$ cat src/sv/ffpa_pkg.sv
package ffpa_pkg;

  localparam int SIZE_W = 24;
  localparam int AMT_W  = 20;
  localparam int NUM_W  = 5;

  typedef logic [SIZE_W-1:0] size_t;

  typedef enum logic [1:0] {
    CMD_LOAD  = 2'd0,
    CMD_CLOSE = 2'd1,
    CMD_REQ   = 2'd2,
    CMD_BAD   = 2'd3
  } command_t;

  typedef enum logic [1:0] {
    ST_OK    = 2'd0,
    ST_FULL  = 2'd1,
    ST_ORDER = 2'd2,
    ST_NOFIT = 2'd3
  } status_t;

  typedef struct packed {
    command_t         command;
    logic [AMT_W-1:0] amount;
  } cmd_t;

  typedef struct packed {
    status_t          status;
    logic             allocated;
    logic [NUM_W-1:0] partition_number;
    size_t            slack;
    size_t            free_total;
    size_t            internal_total;
  } res_t;

endpackage

$ cat src/sv/ffpa_alu.sv
module ffpa_alu (
  input  ffpa_pkg::size_t sum_a,
  input  ffpa_pkg::size_t sum_b,
  input  ffpa_pkg::size_t sub_c,
  input  ffpa_pkg::size_t sub_d,
  output ffpa_pkg::size_t sum,
  output ffpa_pkg::size_t diff,
  output logic            ge
);

  logic [ffpa_pkg::SIZE_W:0] sum_wide;

  // saturating add, plain subtract and compare
  assign sum_wide = {1'b0, sum_a} + {1'b0, sum_b};
  assign sum      = sum_wide[ffpa_pkg::SIZE_W] ? '1 : sum_wide[ffpa_pkg::SIZE_W-1:0];
  assign diff     = sub_c - sub_d;
  assign ge       = (sub_c >= sub_d);

endmodule

$ cat src/sv/ffpa_table.sv
module ffpa_table #(
  parameter  int DEPTH = 17,
  localparam int IDX_W = $clog2(DEPTH)
) (
  input  logic             clk,
  input  logic             wr_en,
  input  logic [IDX_W-1:0] wr_addr,
  input  ffpa_pkg::size_t  wr_data,
  input  logic             rd_en,
  input  logic [IDX_W-1:0] rd_addr,
  output ffpa_pkg::size_t  rd_data
);

  ffpa_pkg::size_t mem [DEPTH];

  always_ff @(posedge clk) begin
    if (wr_en) begin
      mem[wr_addr] <= wr_data;
    end
  end

  always_ff @(posedge clk) begin
    if (rd_en) begin
      rd_data <= mem[rd_addr];
    end
  end

endmodule

$ cat src/sv/first_fit_partition_allocator.sv
// First-fit fixed-partition allocator.
// Command channel (cmd_valid, cmd_stall, cmd_word): load a partition size, close the list,
// or request memory. A word is taken when cmd_valid is high and cmd_stall is low.
// Result channel (res_valid, res_stall, res_word): exactly one result word per command,
// in command order, held steady while res_stall is high.
// cfg_we / cfg_data write total_memory; write it only while the block is idle.
// One command is worked on at a time; cmd_stall is high from acceptance until its result
// has been placed in the output register.
// Load, close and out-of-order commands pass through S_PREP and S_FINISH before the next
// acceptance. A request on a closed list goes to S_SCAN: the partition table is scanned one
// entry per cycle through the single read port of the size memory, with the shared
// adder and comparator testing the fit and summing the free sizes on each untaken entry.
// The result appears in the output register on the cycle after the last internal step.
// If the receiver stalls, the finished result waits in the output register and the
// block holds its final step until the register frees.
// Synchronous reset empties the list, clears taken flags, sums and the output valid flag;
// total_memory returns to zero. No clearing pass is needed.
module first_fit_partition_allocator #(
  parameter int MAX_PARTITIONS = 16
) (
  input  logic                     clk,
  input  logic                     rst,
  input  logic                     cmd_valid,
  output logic                     cmd_stall,
  input  ffpa_pkg::cmd_t           cmd_word,
  output logic                     res_valid,
  input  logic                     res_stall,
  output ffpa_pkg::res_t           res_word,
  input  logic                     cfg_we,
  input  logic [ffpa_pkg::SIZE_W-1:0] cfg_data
);

  localparam int DEPTH = MAX_PARTITIONS + 1;
  localparam int IDX_W = $clog2(DEPTH);
  localparam int CNT_W = $clog2(DEPTH + 1);

  typedef enum logic [3:0] {
    S_IDLE   = 4'b0001,
    S_PREP   = 4'b0010,
    S_SCAN   = 4'b0100,
    S_FINISH = 4'b1000
  } state_t;

  state_t state;

  ffpa_pkg::size_t total_memory;
  logic [CNT_W-1:0] part_count;
  logic [DEPTH-1:0] part_taken;
  ffpa_pkg::size_t loaded_sum;
  ffpa_pkg::size_t free_sum;
  ffpa_pkg::size_t internal_sum;
  logic             list_closed;

  ffpa_pkg::cmd_t   cmd_q;
  ffpa_pkg::size_t  add_size;
  logic             add_ok;

  logic [CNT_W-1:0] rd_idx;
  logic             pend;
  logic [IDX_W-1:0] pend_idx;
  logic             found;
  logic [IDX_W-1:0] hit_idx;
  ffpa_pkg::size_t  frag_q;
  ffpa_pkg::size_t  acc;

  ffpa_pkg::size_t  sum_a, sum_b, sub_c, sub_d, alu_sum, alu_diff;
  logic             alu_ge;
  ffpa_pkg::size_t  amount_ext;
  ffpa_pkg::size_t  rd_data;
  logic             rd_en, wr_en;
  logic             slot_free, load_ok, accept, scan_done;
  logic [31:0]      new_num, hit_num;
  ffpa_pkg::res_t   res_next;

  assign amount_ext = {{(ffpa_pkg::SIZE_W-ffpa_pkg::AMT_W){1'b0}}, cmd_q.amount};
  assign slot_free  = !res_valid || !res_stall;
  assign cmd_stall  = (state != S_IDLE);
  assign accept     = cmd_valid && (state == S_IDLE);
  assign load_ok    = !list_closed && (part_count < CNT_W'(MAX_PARTITIONS));
  assign rd_en      = (state == S_SCAN) && (rd_idx < part_count);
  assign scan_done  = !pend && !rd_en;
  assign new_num    = 32'(part_count) + 32'd1;
  assign hit_num    = 32'(hit_idx) + 32'd1;

  assign wr_en = (state == S_FINISH) && slot_free &&
                 (((cmd_q.command == ffpa_pkg::CMD_LOAD) && load_ok) ||
                  ((cmd_q.command == ffpa_pkg::CMD_CLOSE) && !list_closed && add_ok));

  ffpa_table #(.DEPTH(DEPTH)) u_table (
    .clk     (clk),
    .wr_en   (wr_en),
    .wr_addr (part_count[IDX_W-1:0]),
    .wr_data (add_size),
    .rd_en   (rd_en),
    .rd_addr (rd_idx[IDX_W-1:0]),
    .rd_data (rd_data)
  );

  ffpa_alu u_alu (
    .sum_a (sum_a),
    .sum_b (sum_b),
    .sub_c (sub_c),
    .sub_d (sub_d),
    .sum   (alu_sum),
    .diff  (alu_diff),
    .ge    (alu_ge)
  );

  // operand selection for the shared unit
  always_comb begin
    sum_a = '0;
    sum_b = '0;
    sub_c = '0;
    sub_d = '0;
    unique case (state)
      S_PREP: begin
        sum_a = loaded_sum;
        sum_b = amount_ext;
        sub_c = total_memory;
        sub_d = loaded_sum;
      end
      S_SCAN: begin
        sum_a = acc;
        sum_b = rd_data;
        sub_c = rd_data;
        sub_d = amount_ext;
      end
      S_FINISH: begin
        if (cmd_q.command == ffpa_pkg::CMD_REQ) begin
          sum_a = internal_sum;
          sum_b = frag_q;
        end else begin
          sum_a = free_sum;
          sum_b = add_size;
        end
      end
      default: begin
      end
    endcase
  end

  always_comb begin
    res_next                   = '0;
    res_next.status            = ffpa_pkg::ST_ORDER;
    res_next.free_total        = free_sum;
    res_next.internal_total    = internal_sum;
    case (cmd_q.command)
      ffpa_pkg::CMD_LOAD: begin
        if (list_closed) begin
          res_next.status = ffpa_pkg::ST_ORDER;
        end else if (!load_ok) begin
          res_next.status = ffpa_pkg::ST_FULL;
        end else begin
          res_next.status           = ffpa_pkg::ST_OK;
          res_next.partition_number = new_num[ffpa_pkg::NUM_W-1:0];
          res_next.free_total       = alu_sum;
        end
      end
      ffpa_pkg::CMD_CLOSE: begin
        if (!list_closed) begin
          res_next.status = ffpa_pkg::ST_OK;
          if (add_ok) begin
            res_next.partition_number = new_num[ffpa_pkg::NUM_W-1:0];
            res_next.free_total       = alu_sum;
          end
        end
      end
      ffpa_pkg::CMD_REQ: begin
        if (list_closed) begin
          res_next.free_total = acc;
          if (found) begin
            res_next.status            = ffpa_pkg::ST_OK;
            res_next.allocated         = 1'b1;
            res_next.partition_number  = hit_num[ffpa_pkg::NUM_W-1:0];
            res_next.slack             = frag_q;
            res_next.internal_total    = alu_sum;
          end else begin
            res_next.status = ffpa_pkg::ST_NOFIT;
          end
        end
      end
      default: begin
      end
    endcase
  end

  always_ff @(posedge clk) begin
    if (rst) begin
      total_memory <= '0;
    end else if (cfg_we) begin
      total_memory <= cfg_data;
    end
  end

  always_ff @(posedge clk) begin
    if (rst) begin
      state        <= S_IDLE;
      part_count   <= '0;
      part_taken   <= '0;
      loaded_sum   <= '0;
      free_sum     <= '0;
      internal_sum <= '0;
      list_closed  <= 1'b0;
      res_valid    <= 1'b0;
      pend         <= 1'b0;
      found        <= 1'b0;
      rd_idx       <= '0;
    end else begin
      if ((state == S_FINISH) && slot_free) begin
        res_valid <= 1'b1;
      end else if (!res_stall) begin
        res_valid <= 1'b0;
      end
      unique case (state)
        S_IDLE: begin
          if (accept) begin
            cmd_q  <= cmd_word;
            rd_idx <= '0;
            pend   <= 1'b0;
            found  <= 1'b0;
            acc    <= '0;
            if ((cmd_word.command == ffpa_pkg::CMD_REQ) && list_closed) begin
              state <= S_SCAN;
            end else begin
              state <= S_PREP;
            end
          end
        end
        S_PREP: begin
          add_ok   <= 1'b0;
          add_size <= amount_ext;
          if ((cmd_q.command == ffpa_pkg::CMD_LOAD) && load_ok) begin
            loaded_sum <= alu_sum;
            add_ok     <= 1'b1;
          end else if (cmd_q.command == ffpa_pkg::CMD_CLOSE) begin
            add_size <= alu_diff;
            add_ok   <= alu_ge && (alu_diff != '0);
          end
          state <= S_FINISH;
        end
        S_SCAN: begin
          pend <= rd_en;
          if (rd_en) begin
            pend_idx <= rd_idx[IDX_W-1:0];
            rd_idx   <= rd_idx + 1'b1;
          end
          if (pend && !part_taken[pend_idx]) begin
            if (!found && alu_ge) begin
              found   <= 1'b1;
              hit_idx <= pend_idx;
              frag_q  <= alu_diff;
            end else begin
              acc <= alu_sum;
            end
          end
          if (scan_done) begin
            state <= S_FINISH;
          end
        end
        S_FINISH: begin
          if (slot_free) begin
            res_word  <= res_next;
            free_sum  <= res_next.free_total;
            if (wr_en) begin
              part_taken[part_count[IDX_W-1:0]] <= 1'b0;
              part_count <= part_count + 1'b1;
            end
            if ((cmd_q.command == ffpa_pkg::CMD_CLOSE) && !list_closed) begin
              list_closed <= 1'b1;
            end
            if ((cmd_q.command == ffpa_pkg::CMD_REQ) && list_closed && found) begin
              part_taken[hit_idx] <= 1'b1;
              internal_sum        <= alu_sum;
            end
            state <= S_IDLE;
          end
        end
        default: begin
          state <= S_IDLE;
        end
      endcase
    end
  end

endmodule

$ cat config.mk
export PLATFORM = sky130hd
export DESIGN_NAME = first_fit_partition_allocator
export DESIGN_NICKNAME = d
export VERILOG_FILES = /design/src/sv/ffpa_pkg.sv /design/src/sv/ffpa_alu.sv /design/src/sv/ffpa_table.sv /design/src/sv/first_fit_partition_allocator.sv
export SDC_FILE = /design/constraint.sdc
export NUM_CORES = 1
export LEC_CHECK = 0
export BUFFER_PORTS_ARGS = -buffer_cell sky130_fd_sc_hd__buf_2
export CAP_MARGIN = 5
export CORE_MARGIN = 5
export CORE_UTILIZATION = 25
export DETAILED_ROUTE_END_ITERATION = 10
export PLACE_DENSITY = 0.4
export SKIP_CTS_REPAIR_TIMING = 1
export SLEW_MARGIN = 5
export SYNTH_ARGS = -nofsm -noshare
export SYNTH_HDL_FRONTEND = slang
export SYNTH_SLANG_ARGS = --single-unit
$ cat constraint.sdc
create_clock -name clk -period 5.4 [get_ports clk]
set_clock_uncertainty 0.15 [all_clocks]
set_input_delay 0.27 -clock clk [delete_from_list [all_inputs] [get_ports clk]]
set_output_delay 0.27 -clock clk [all_outputs]
set_load 0.02 [all_outputs]
; Yosys cells after proc, flatten, opt, wreduce, memory -nomap -nowiden
; Memories as Yosys holds them, arrays and structs flattened. A register that Yosys moved wholly into a read port is not among the register bits.
; Index checks and enable logic that the tools add are counted.
[classes]
addsub = 6
n_lt_le_gt_ge = 8
n_eq_ne = 16
muxes = 61
bitwise_logic = 5
reduce_logical = 47
[op_table]
columns = cell, count
row1 = $mux W24, 12
row2 = $pmux W24 S3, 3
row3 = $pmux W24 S2, 3
row4 = $mux W17, 5
row5 = $mux W80, 1
row6 = $mux W20, 2
row7 = $mux W30, 1
row8 = $mux W5, 6
row9 = $reduce_and A3 Y1, 9
row10 = $add A24 B24 Y25, 1
row11 = $ge A24 B24 Y1, 1
row12 = $reduce_bool A24 Y1, 1
row13 = $sub A24 B24 Y24, 1
row14 = $add A5 B1 Y5 const B, 4
row15 = $lt A5 B6 Y1 const B, 3
row16 = $and A17 B17 Y17, 1
row17 = $logic_and A1 B1 Y1, 17
row18 = $not A17 Y17, 1
row19 = $or A17 B17 Y17, 1
row20 = $pmux W4 S4, 1
row21 = $pmux W5 S3, 1
row22 = $mux W1, 12
row23 = $mux W4, 3
row24 = $demux W1 S5, 2
row25 = other kinds (27), 51
[word_totals]
register_bits = 316
mem_bits_rw = 408
input_bits = 51
output_inout_bits = 82
word_cells = 171
memories = 1
[memory_table]
columns = memory, depth, width, read_ports, rd_clocked_by_memory_dff, write_ports, line
row1 = u_table.mem, 17, 24, 1, 1, 1, ffpa_table.sv:14  ; ffpa_pkg::size_t mem [DEPTH];

; Depth between registers and ports, before layout
; Gate-level depths: netlist of the first run.
[depth]
depth_word = 12
mapped_depth = 21
ltp_nobuf = 15

; Cells and area by module
; From an unflattened synthesis of the first run, not the netlist that was laid out.
[unflattened]
cells_unflattened = 2446
area_unflattened_um2 = 33656.0
[by_module_without_submodules]
columns = module, n_inst, cells_each, area_per_inst_um2, seq_area_each_um2
row1 = ffpa_table, 1, 695, 16504.6, 12972.4
row2 = first_fit_partition_allocator, 1, 1344, 14290.0, 8177.8
row3 = ffpa_alu, 1, 407, 2861.5, 0.0

; Worst setup path before layout of the first run
; OpenSTA, ideal clock, no wires.
[synth_path]
path_kind = register to register
startpoint = register state[3]
endpoint = register frag_q[0], enable pin
setup_time_ns = 0.451
arrival_ns = 5.105
required_ns = 4.799
slack_ns = -0.306
stages_incl_launch_ff = 16
n_path_buf = 3
synth_period_minus_slack_ns = 5.706
cell_sequence = dfxtp_1 > nor4b_1 > clkbuf_1 > clkbuf_1 > a22oi_1 > ha_1 > clkbuf_1 > nand4_1 > a21oi_1 > o31ai_1 > a21oi_1 > o21ai_0 > a31oi_1 > a21o_1 > nand2_1 > nor3_1
[synth_between]
elab_chain_cells = 5
word_cells_on_any_way = 7
cone_classes = 1 x order compare / 2 x eq/ne / 2 x mux / 2 x reduce/logical
[synth_lines]
columns = element, line
row1 = "start, declared", first_fit_partition_allocator.sv:44  ; state_t state;
row2 = "start signal, assigned", first_fit_partition_allocator.sv:197  ; state <= S_IDLE;
row3 = "start signal, assigned", first_fit_partition_allocator.sv:223  ; state <= S_SCAN;
row4 = "start signal, assigned", first_fit_partition_allocator.sv:225  ; state <= S_PREP;
row5 = $eq A4 B3 Y1 / $eq A4 B2 Y1 (equally long branches), "first_fit_partition_allocator.sv:115, first_fit_partition_allocator.sv:214"
row6 = $pmux W24 S2, first_fit_partition_allocator.sv:115  ; unique case (state)
row7 = $ge A24 B24 Y1, ffpa_alu.sv:17  ; assign ge = (sub_c >= sub_d);
row8 = $logic_and A1 B1 Y1, first_fit_partition_allocator.sv:248  ; if (!found && alu_ge) begin
row9 = $reduce_and A4 Y1 (no source line) *, -
row10 = "end signal, assigned", first_fit_partition_allocator.sv:251  ; frag_q <= alu_diff;
row11 = "end, declared", first_fit_partition_allocator.sv:63  ; ffpa_pkg::size_t frag_q;
; Mark *: on every way between the ends. The rest lies on a longest branch, timed or not.
; A chain may end at the register's enable or synchronous reset.

; Worst setup path after layout of the first run
[layout_path]
startpoint = register state[3]
endpoint = register acc[18], enable pin
[layout_between]
elab_chain_cells = 6
word_cells_on_any_way = 13
cone_classes = 1 x order compare / 6 x eq/ne / 2 x mux / 4 x reduce/logical
[layout_lines]
columns = element, line
row1 = $eq A4 B3 Y1 / $eq A4 B2 Y1 (equally long branches), "first_fit_partition_allocator.sv:115, first_fit_partition_allocator.sv:214"
row2 = $pmux W24 S2, first_fit_partition_allocator.sv:115
row3 = $ge A24 B24 Y1, ffpa_alu.sv:17
row4 = $logic_and A1 B1 Y1, first_fit_partition_allocator.sv:248
row5 = $ne A2 B2 Y1 (no source line), -
row6 = $reduce_and A5 Y1 (no source line) *, -
row7 = "end signal, assigned", first_fit_partition_allocator.sv:253  ; acc <= alu_sum;
row8 = "end, declared", first_fit_partition_allocator.sv:64  ; ffpa_pkg::size_t acc;
; Marked as above.

==> run metrics, run 1 <==
outcome=finished, final reports clean; critical path arrival=5260 ps; power share of the combinational group=9.9%; Critical Path RT=5570 ps; 1st-pass router iterations=6; ys flop type=edfxtp_1; drt via density=5.00; Design Area, Final=40400 um2; CTS tree=done; CP startpoint kind=flip-flop; fillcell total=13.5k; hold slack=167 ps; crit end category=flip-flop; worst vdd ir=0.220 mV; core area=135000 um2; most common cell after layout, fill and taps aside=edfxtp_1; Critical R2R Launch=state[3]; Yosys reg bits=748; Mapped Cells=2542; Psw=3520 uW; starting density of the core=25.1%; final number of setup-violating endpoints=0; clock-pin slew on the worst setup and hold paths=50 ps; Final ANT Viol Nets=0; Mapped Area=34000 um2; hold path depth=2; type of the worst min-delay path=in -> reg; Inserted Clock Buffers=88; GRT Residual Overflow=0; worst setup path class=reg -> reg; DRT Wirelength=117 mm; Final Hold Viols=0; Port Buf Inserts=132; FF-to-FF setup slack=310 ps; most frequent cells in the layout=edfxtp_1 (617), nor2_1 (233), nand2_1 (191); initial antenna violation count=5; hpwl dp=78.6 mm; GRT Util Overall=16.0%; largest net degree at the start of global routing=67; Avg WL per Cell=25.5 um; Synth Area per Inst=13.4 um2; sequential area share after synthesis=62.3%; final period utilization=94.3%; leading post-synthesis cells by cell area=edfxtp_1 (55%), mux4_2 (8.2%), dfxtp_1 (7.7%); area leader, netlist=edfxtp_1; Pwr per Cell Area=334 nW/um2; critical path fanouts, max=61; H-tree levels=3; chip height=379 um; CTS sink cnt=748; worst rel slew slack=21.5%; Die Area=143000 um2; Compound-Gate Fraction of Synth Area=12.1%; Synth Area in XOR/XNOR=1.03%; RR Endpoint=acc[18]; unrepaired setup endpoints after global routing=false; # rows=135; layout cells sized above 1=19.7%; DR iter-0 viols=2070; syn_nets=2656; Sequential Power Share=48.4%; Cell variety after synth=84; footprint of the multi-input gates=12100 um2; Internal Pwr Total=9950 uW; # DRC=0; first-pass GRT wire length=167 mm; Area Growth Syn to Fin=18.9%; multiplexer share of the synthesized area=11.5%; Die W=379 um; setup TNS=0 ps; Synth top area share=54.6%; Fmax achieved=196 MHz; max cap viols=0; Lkg Pwr=0.0135 uW; Worst-Margin Slew=1180 ps; vias in the first global route=22.8k; clock latency on the worst-skew pair=690 ps; min-delay src=cmd_word[15]; routed via count=23.0k; CTS Buffer Depth=3; main combinational cell family by area after synthesis=compound AO/OA/AOI/OAI gates; Storage cell area=21200 um2; fin. max-slew vios=0; R2R depth=16; Hold Path End=amount_ext[15]; EDFF count, synth=617; Simple-Gate Fraction of Synth Area=8.29%; Synth Warn #=0; fin crit period=5090 ps; Sw Ratio=26.1%; Synth Area in Adders=2.37%; clock root buffer=clkbuf_16; GP Congestion=0.915; clock power share=41.6%; ys async rst share=0%; cell area after placement=37100 um2; layout net count=2863; Ports=133
## cell families (layout without fill, tap and decap cells)
family	Yosys count	in the layout
AOI/OAI and AO/OA	628	628
xor gates and xnor gates	40	40
adders and majority gates	63	63
buffers and inverters	206	483
DFF	748	748
muxes	232	232
other	0	3
and+or+nand+nor	625	625
## registers in the layout (all words and copies together), names as in the netlist, 2 cells and up
signal,flops
amount_ext,20
hit_idx,5
total_memory,24
part_count,5
part_taken,17
u_table.rd_data,24
cmd_q,2
u_table.mem,408
free_sum,24
res_word,80
acc,24
rd_idx,5
loaded_sum,24
internal_sum,24
state,4
frag_q,24
pend_idx,5
add_size,24
## final cells by class
| type | count | share of cell area, % |
|---|---|---|
| Clock inverter | 40 | 0.856 |
| Sequential cell | 748 | 52.4 |
| Tap cell | 1781 | 5.52 |
| Timing Repair Buffer | 279 | 4.89 |
| Clock buffer | 120 | 5.81 |
| Multi-Input combinational cell | 1588 | 30.1 |
| Antenna cell | 3 | 0.0186 |
| Inverter | 44 | 0.409 |
## per-stage QoR
| step | power, uW | worst slack [ps] | instances | utilization [%] |
|---|---|---|---|---|
| global route | 14000 | 51.9 | 4600 | 29.8 |
| finish | 13500 | 307 | 4603 | 29.8 |
| CTS | 13600 | 145 | 4543 | 29.4 |
| detailed placement | 7950 | 192 | 4383 | 27.4 |
| global placement | 7930 | 232 | 4383 | 27.4 |
| floorplan | 7370 | 223 | 2542 | - |
## critical path, stage by stage (launching register included)
cell	delay, ps
dfxtp_1	350
nor4b_2	400
buf_12	310
buf_4	300
a22o_1	180
ha_1	160
inv_1	60
fa_1	400
nand3_1	190
a21oi_2	150
o31ai_1	390
a21oi_1	120
o21ai_0	350
a31oi_1	210
a21o_1	310
a221oi_4	300
buf_6	330
## cell usage after synthesis (22+ instances only)
| master | n |
|---|---|
| a211oi_1 | 77 |
| a21o_1 | 22 |
| a21oi_1 | 130 |
| a22o_1 | 23 |
| a22oi_1 | 67 |
| and3_1 | 31 |
| buf_1 | 22 |
| clkbuf_1 | 128 |
| dfxtp_1 | 131 |
| edfxtp_1 | 617 |
| ha_1 | 61 |
| inv_1 | 42 |
| mux2_2 | 32 |
| mux2i_1 | 76 |
| mux4_2 | 124 |
| nand2_1 | 192 |
| nand3_1 | 23 |
| nor2_1 | 255 |
| nor3_1 | 24 |
| o21ai_0 | 174 |
| xnor2_1 | 25 |
## power by group through the flow
stage	Sequential (uW)	Clock, uW	Combinational [uW]
global placement	6640	0	1290
global route	6540	6000	1440
detailed placement	6640	0	1300
finish	6520	5610	1340
floorplan	6580	0	786
CTS	6520	5770	1310
## layer usage
| layer | routed length (um) | vias to the layer above | GRT usage (%) |
|---|---|---|---|
| met5 | 0 | - | 0 |
| met4 | 2960 | 0 | 4.30 |
| met3 | 5690 | 155 | 2.31 |
| met2 | 54900 | 761 | 26.1 |
| met1 | 53900 | 11825 | 22.3 |
| li1 | - | 10275 | - |
## worst max-delay path by stage
| stage | start | endpoint | slack (ps) | depth (start not counted) |
|---|---|---|---|---|
| after floorplan | state[0] | res_word[0] | 220 | 6 |
| after global placement | state[3] | acc[15] | 230 | 16 |
| after detailed placement | state[3] | acc[18] | 190 | 16 |
| after CTS | state[3] | acc[8] | 150 | 16 |
| after global routing | state[2] | frag_q[18] | 50 | 15 |
| final | state[3] | acc[18] | 310 | 16 |
No activity file was read; power rests on OpenSTA's default activity.
==> inputs of run 2 (changes only) <==
--- a/config.mk
+++ b/config.mk
@@ -5,11 +5,12 @@
 export SDC_FILE = /design/constraint.sdc
 export NUM_CORES = 1
 export LEC_CHECK = 0
-export BUFFER_PORTS_ARGS = -buffer_cell sky130_fd_sc_hd__buf_2
+export ABC_CLOCK_PERIOD_IN_PS = 5400
 export CAP_MARGIN = 5
-export CORE_MARGIN = 5
+export CORE_MARGIN = 10
 export CORE_UTILIZATION = 25
 export DETAILED_ROUTE_END_ITERATION = 10
+export DONT_BUFFER_PORTS = 1
 export PLACE_DENSITY = 0.4
 export SKIP_CTS_REPAIR_TIMING = 1
 export SLEW_MARGIN = 5
==> run 2 against run 1 <==
Against the previous run:
- clock power is 7.0% higher
- die area increased by 5.4%
- power increased by 2.8%
- critical path depth unchanged
- cell area fell by 0.51%
- non-clock buffer count fell by 117
- register-to-register slack improved by 30 ps
- sequential share of layout area up 0.27 points
- first-iteration DRC count is 8.4% higher
==> run metrics, run 2 (synthesized netlist as in run 1, its figures left out) <==
DRT Wirelength=117 mm (about the same); clock-pin slew on the worst setup and hold paths=60 ps (was 50 ps); Critical Path RT=5680 ps (was 5570 ps); max incr delay on CP=530 ps (was 400 ps); Inserted Clock Buffers=88 (unchanged); FF-to-FF setup slack=330 ps (was 310 ps); Final ANT Viol Nets=0 (unchanged); Avg WL per Cell=26.0 um (was 25.5 um); Fmax achieved=197 MHz (was 196 MHz); clock latency on the worst-skew pair=710 ps (was 690 ps); DR iter-0 viols=2244 (was 2070); fin. max-slew vios=0 (unchanged); Reg with most FFs=u_table.mem (unchanged); Port Buf Inserts=0 (was 132); Lkg Pwr=0.0132 uW (was 0.0135 uW); vias in the first global route=22.1k (was 22.8k); setup TNS=0 ps (unchanged); clock root buffer=clkbuf_16 (unchanged); chip height=389 um (was 379 um); layout cells sized above 1=16.2% (was 19.7%); Final Hold Viols=0 (unchanged); drt via density=5.04 (was 5.00); GRT Residual Overflow=0 (unchanged); Die W=389 um (was 379 um); routed via count=22.6k (was 23.0k); largest net degree at the start of global routing=118 (was 67); worst rel slew slack=22.3% (was 21.5%); Top Registers=u_table.mem (408), res_word (80) (unchanged); critical path arrival=5350 ps (was 5260 ps); CP startpoint kind=flip-flop (unchanged); type of the worst min-delay path=in -> reg (unchanged); H-tree levels=3 (unchanged); initial antenna violation count=4 (was 5); fin crit period=5070 ps (was 5090 ps); worst slack, placed=152 ps (was 192 ps); outcome=finished, final reports clean (unchanged); Worst-Margin Slew=1160 ps (was 1180 ps); core area=135000 um2 (about the same); most frequent cells in the layout=edfxtp_1 (617), nor2_1 (233), nand2_1 (190) (was edfxtp_1 (617), nor2_1 (233), nand2_1 (191)); Ports=133 (unchanged); Area Growth Syn to Fin=18.3% (was 18.9%); CTS Buffer Depth=3 (unchanged); final number of setup-violating endpoints=0 (unchanged); unrepaired setup endpoints after global routing=false (unchanged); max cap viols=0 (unchanged); hpwl dp=77.5 mm (was 78.6 mm); worst setup path class=reg -> reg (unchanged); Final WS setup=335 ps (was 307 ps); GRT Util Overall=15.0% (was 16.0%); critical path fanouts, max=8 (was 61); # DRC=0 (unchanged); starting density of the core=25.1% (about the same); Die Area=151000 um2 (was 143000 um2); fillcell total=13.6k (was 13.5k); slowest stage cell, crit path=a21oi_1 (was nor4b_2); worst vdd ir=0.213 mV (was 0.220 mV); crit-path cells=clkinv_1, nor2_4, mux2i_1, o21ai_0, ha_1, fa_1, a211oi_1, o21ai_2, a31oi_4, o21ai_2, a21oi_1, buf_4, o21a_1, nor2_1, o22ai_1, a21oi_1 (was nor4b_2, buf_12, buf_4, a22o_1, ha_1, inv_1, fa_1, nand3_1, a21oi_2, o31ai_1, a21oi_1, o21ai_0, a31oi_1, a21o_1, a221oi_4, buf_6); CTS sink cnt=748 (unchanged); # rows=135 (unchanged); most common cell after layout, fill and taps aside=edfxtp_1 (unchanged); layout net count=2746 (was 2863); crit end category=flip-flop (unchanged); final period utilization=93.8% (was 94.3%); max reg flops=408 (unchanged); first-pass GRT wire length=166 mm (was 167 mm); GP Congestion=0.886 (was 0.915); 1st-pass router iterations=6 (unchanged); CTS tree=done (unchanged); Pwr per Cell Area=345 nW/um2 (was 334 nW/um2)
==> run 2: cell count changes in the layout (fill, tap and decap cells not counted), moves of 2 or more <==
cell / delta
buf_12: +4
buf_2: -131
buf_4: -7
bufinv_16: +4
clkbuf_1: -17
clkbuf_8: +11
clkinv_1: +5
clkinv_16: -2
clkinv_2: +2
dlygate4sd3_1: +17
==> run 2: power breakdown <==
part | switching (uW) | internal [uW] | leakage [uW]
clock | 2530 | 3470 | 0.00144
sequential | 178 | 6370 | 0.00665
combinational | 844 | 446 | 0.00509
==> run 2: cell type report <==
type | instances | area (um2) | share of cell area, %
flip-flops and latches | 748 | 21200 | 52.7
multi-input cells | 1588 | 12100 | 30.3
clock buffers | 115 | 2460 | 6.12
well taps | 1781 | 2230 | 5.55
repair buffers | 162 | 1530 | 3.82
clock inverters | 50 | 454 | 1.13
inverters | 44 | 165 | 0.411
diodes | 4 | 10.0 | 0.0249
==> run 2: worst max-delay path, delay by kind of cell, from the launching register on <==
kind / cells / cell delay [ps]
muxes: 1 / 220
AOI/OAI and AO/OA: 9 / 2270
DFF: 1 / 490
buffers and inverters: 2 / 450
and+or+nand+nor: 2 / 430
adders and majority gates: 2 / 780
==> run 2: per-layer routing <==
layer	track usage, %	wire [um]	vias up
met4	3.89	2480	2
li1	-	-	10071
met2	23.8	54200	762
met5	0	11	-
met3	3.28	6890	140
met1	20.5	53100	11671
==> run 2: path summary, 6_finish.rpt <==
check | end | start | cells after the start
max | res_word[41] | cmd_q[21] | 16
min | amount_ext[11] | cmd_word[11] | 1
max reg2reg | res_word[41] | cmd_q[21] | 16
min reg2reg | hit_idx[4] | pend_idx[4] | 0
==> run 2: stage by stage <==
step	instances	area, um2	hold slack (ps)	util [%]	power (uW)
2_1_floorplan	2542	34000	219	-	7370
6_report	4492	40200	45.5	29.7	13800
3_5_place_dp	4248	36500	219	27.0	7880
4_1_cts	4413	39400	-548	29.1	13900
5_1_grt	4488	40100	7.03	29.7	14300
3_3_place_gp	4248	36500	219	27.0	7870
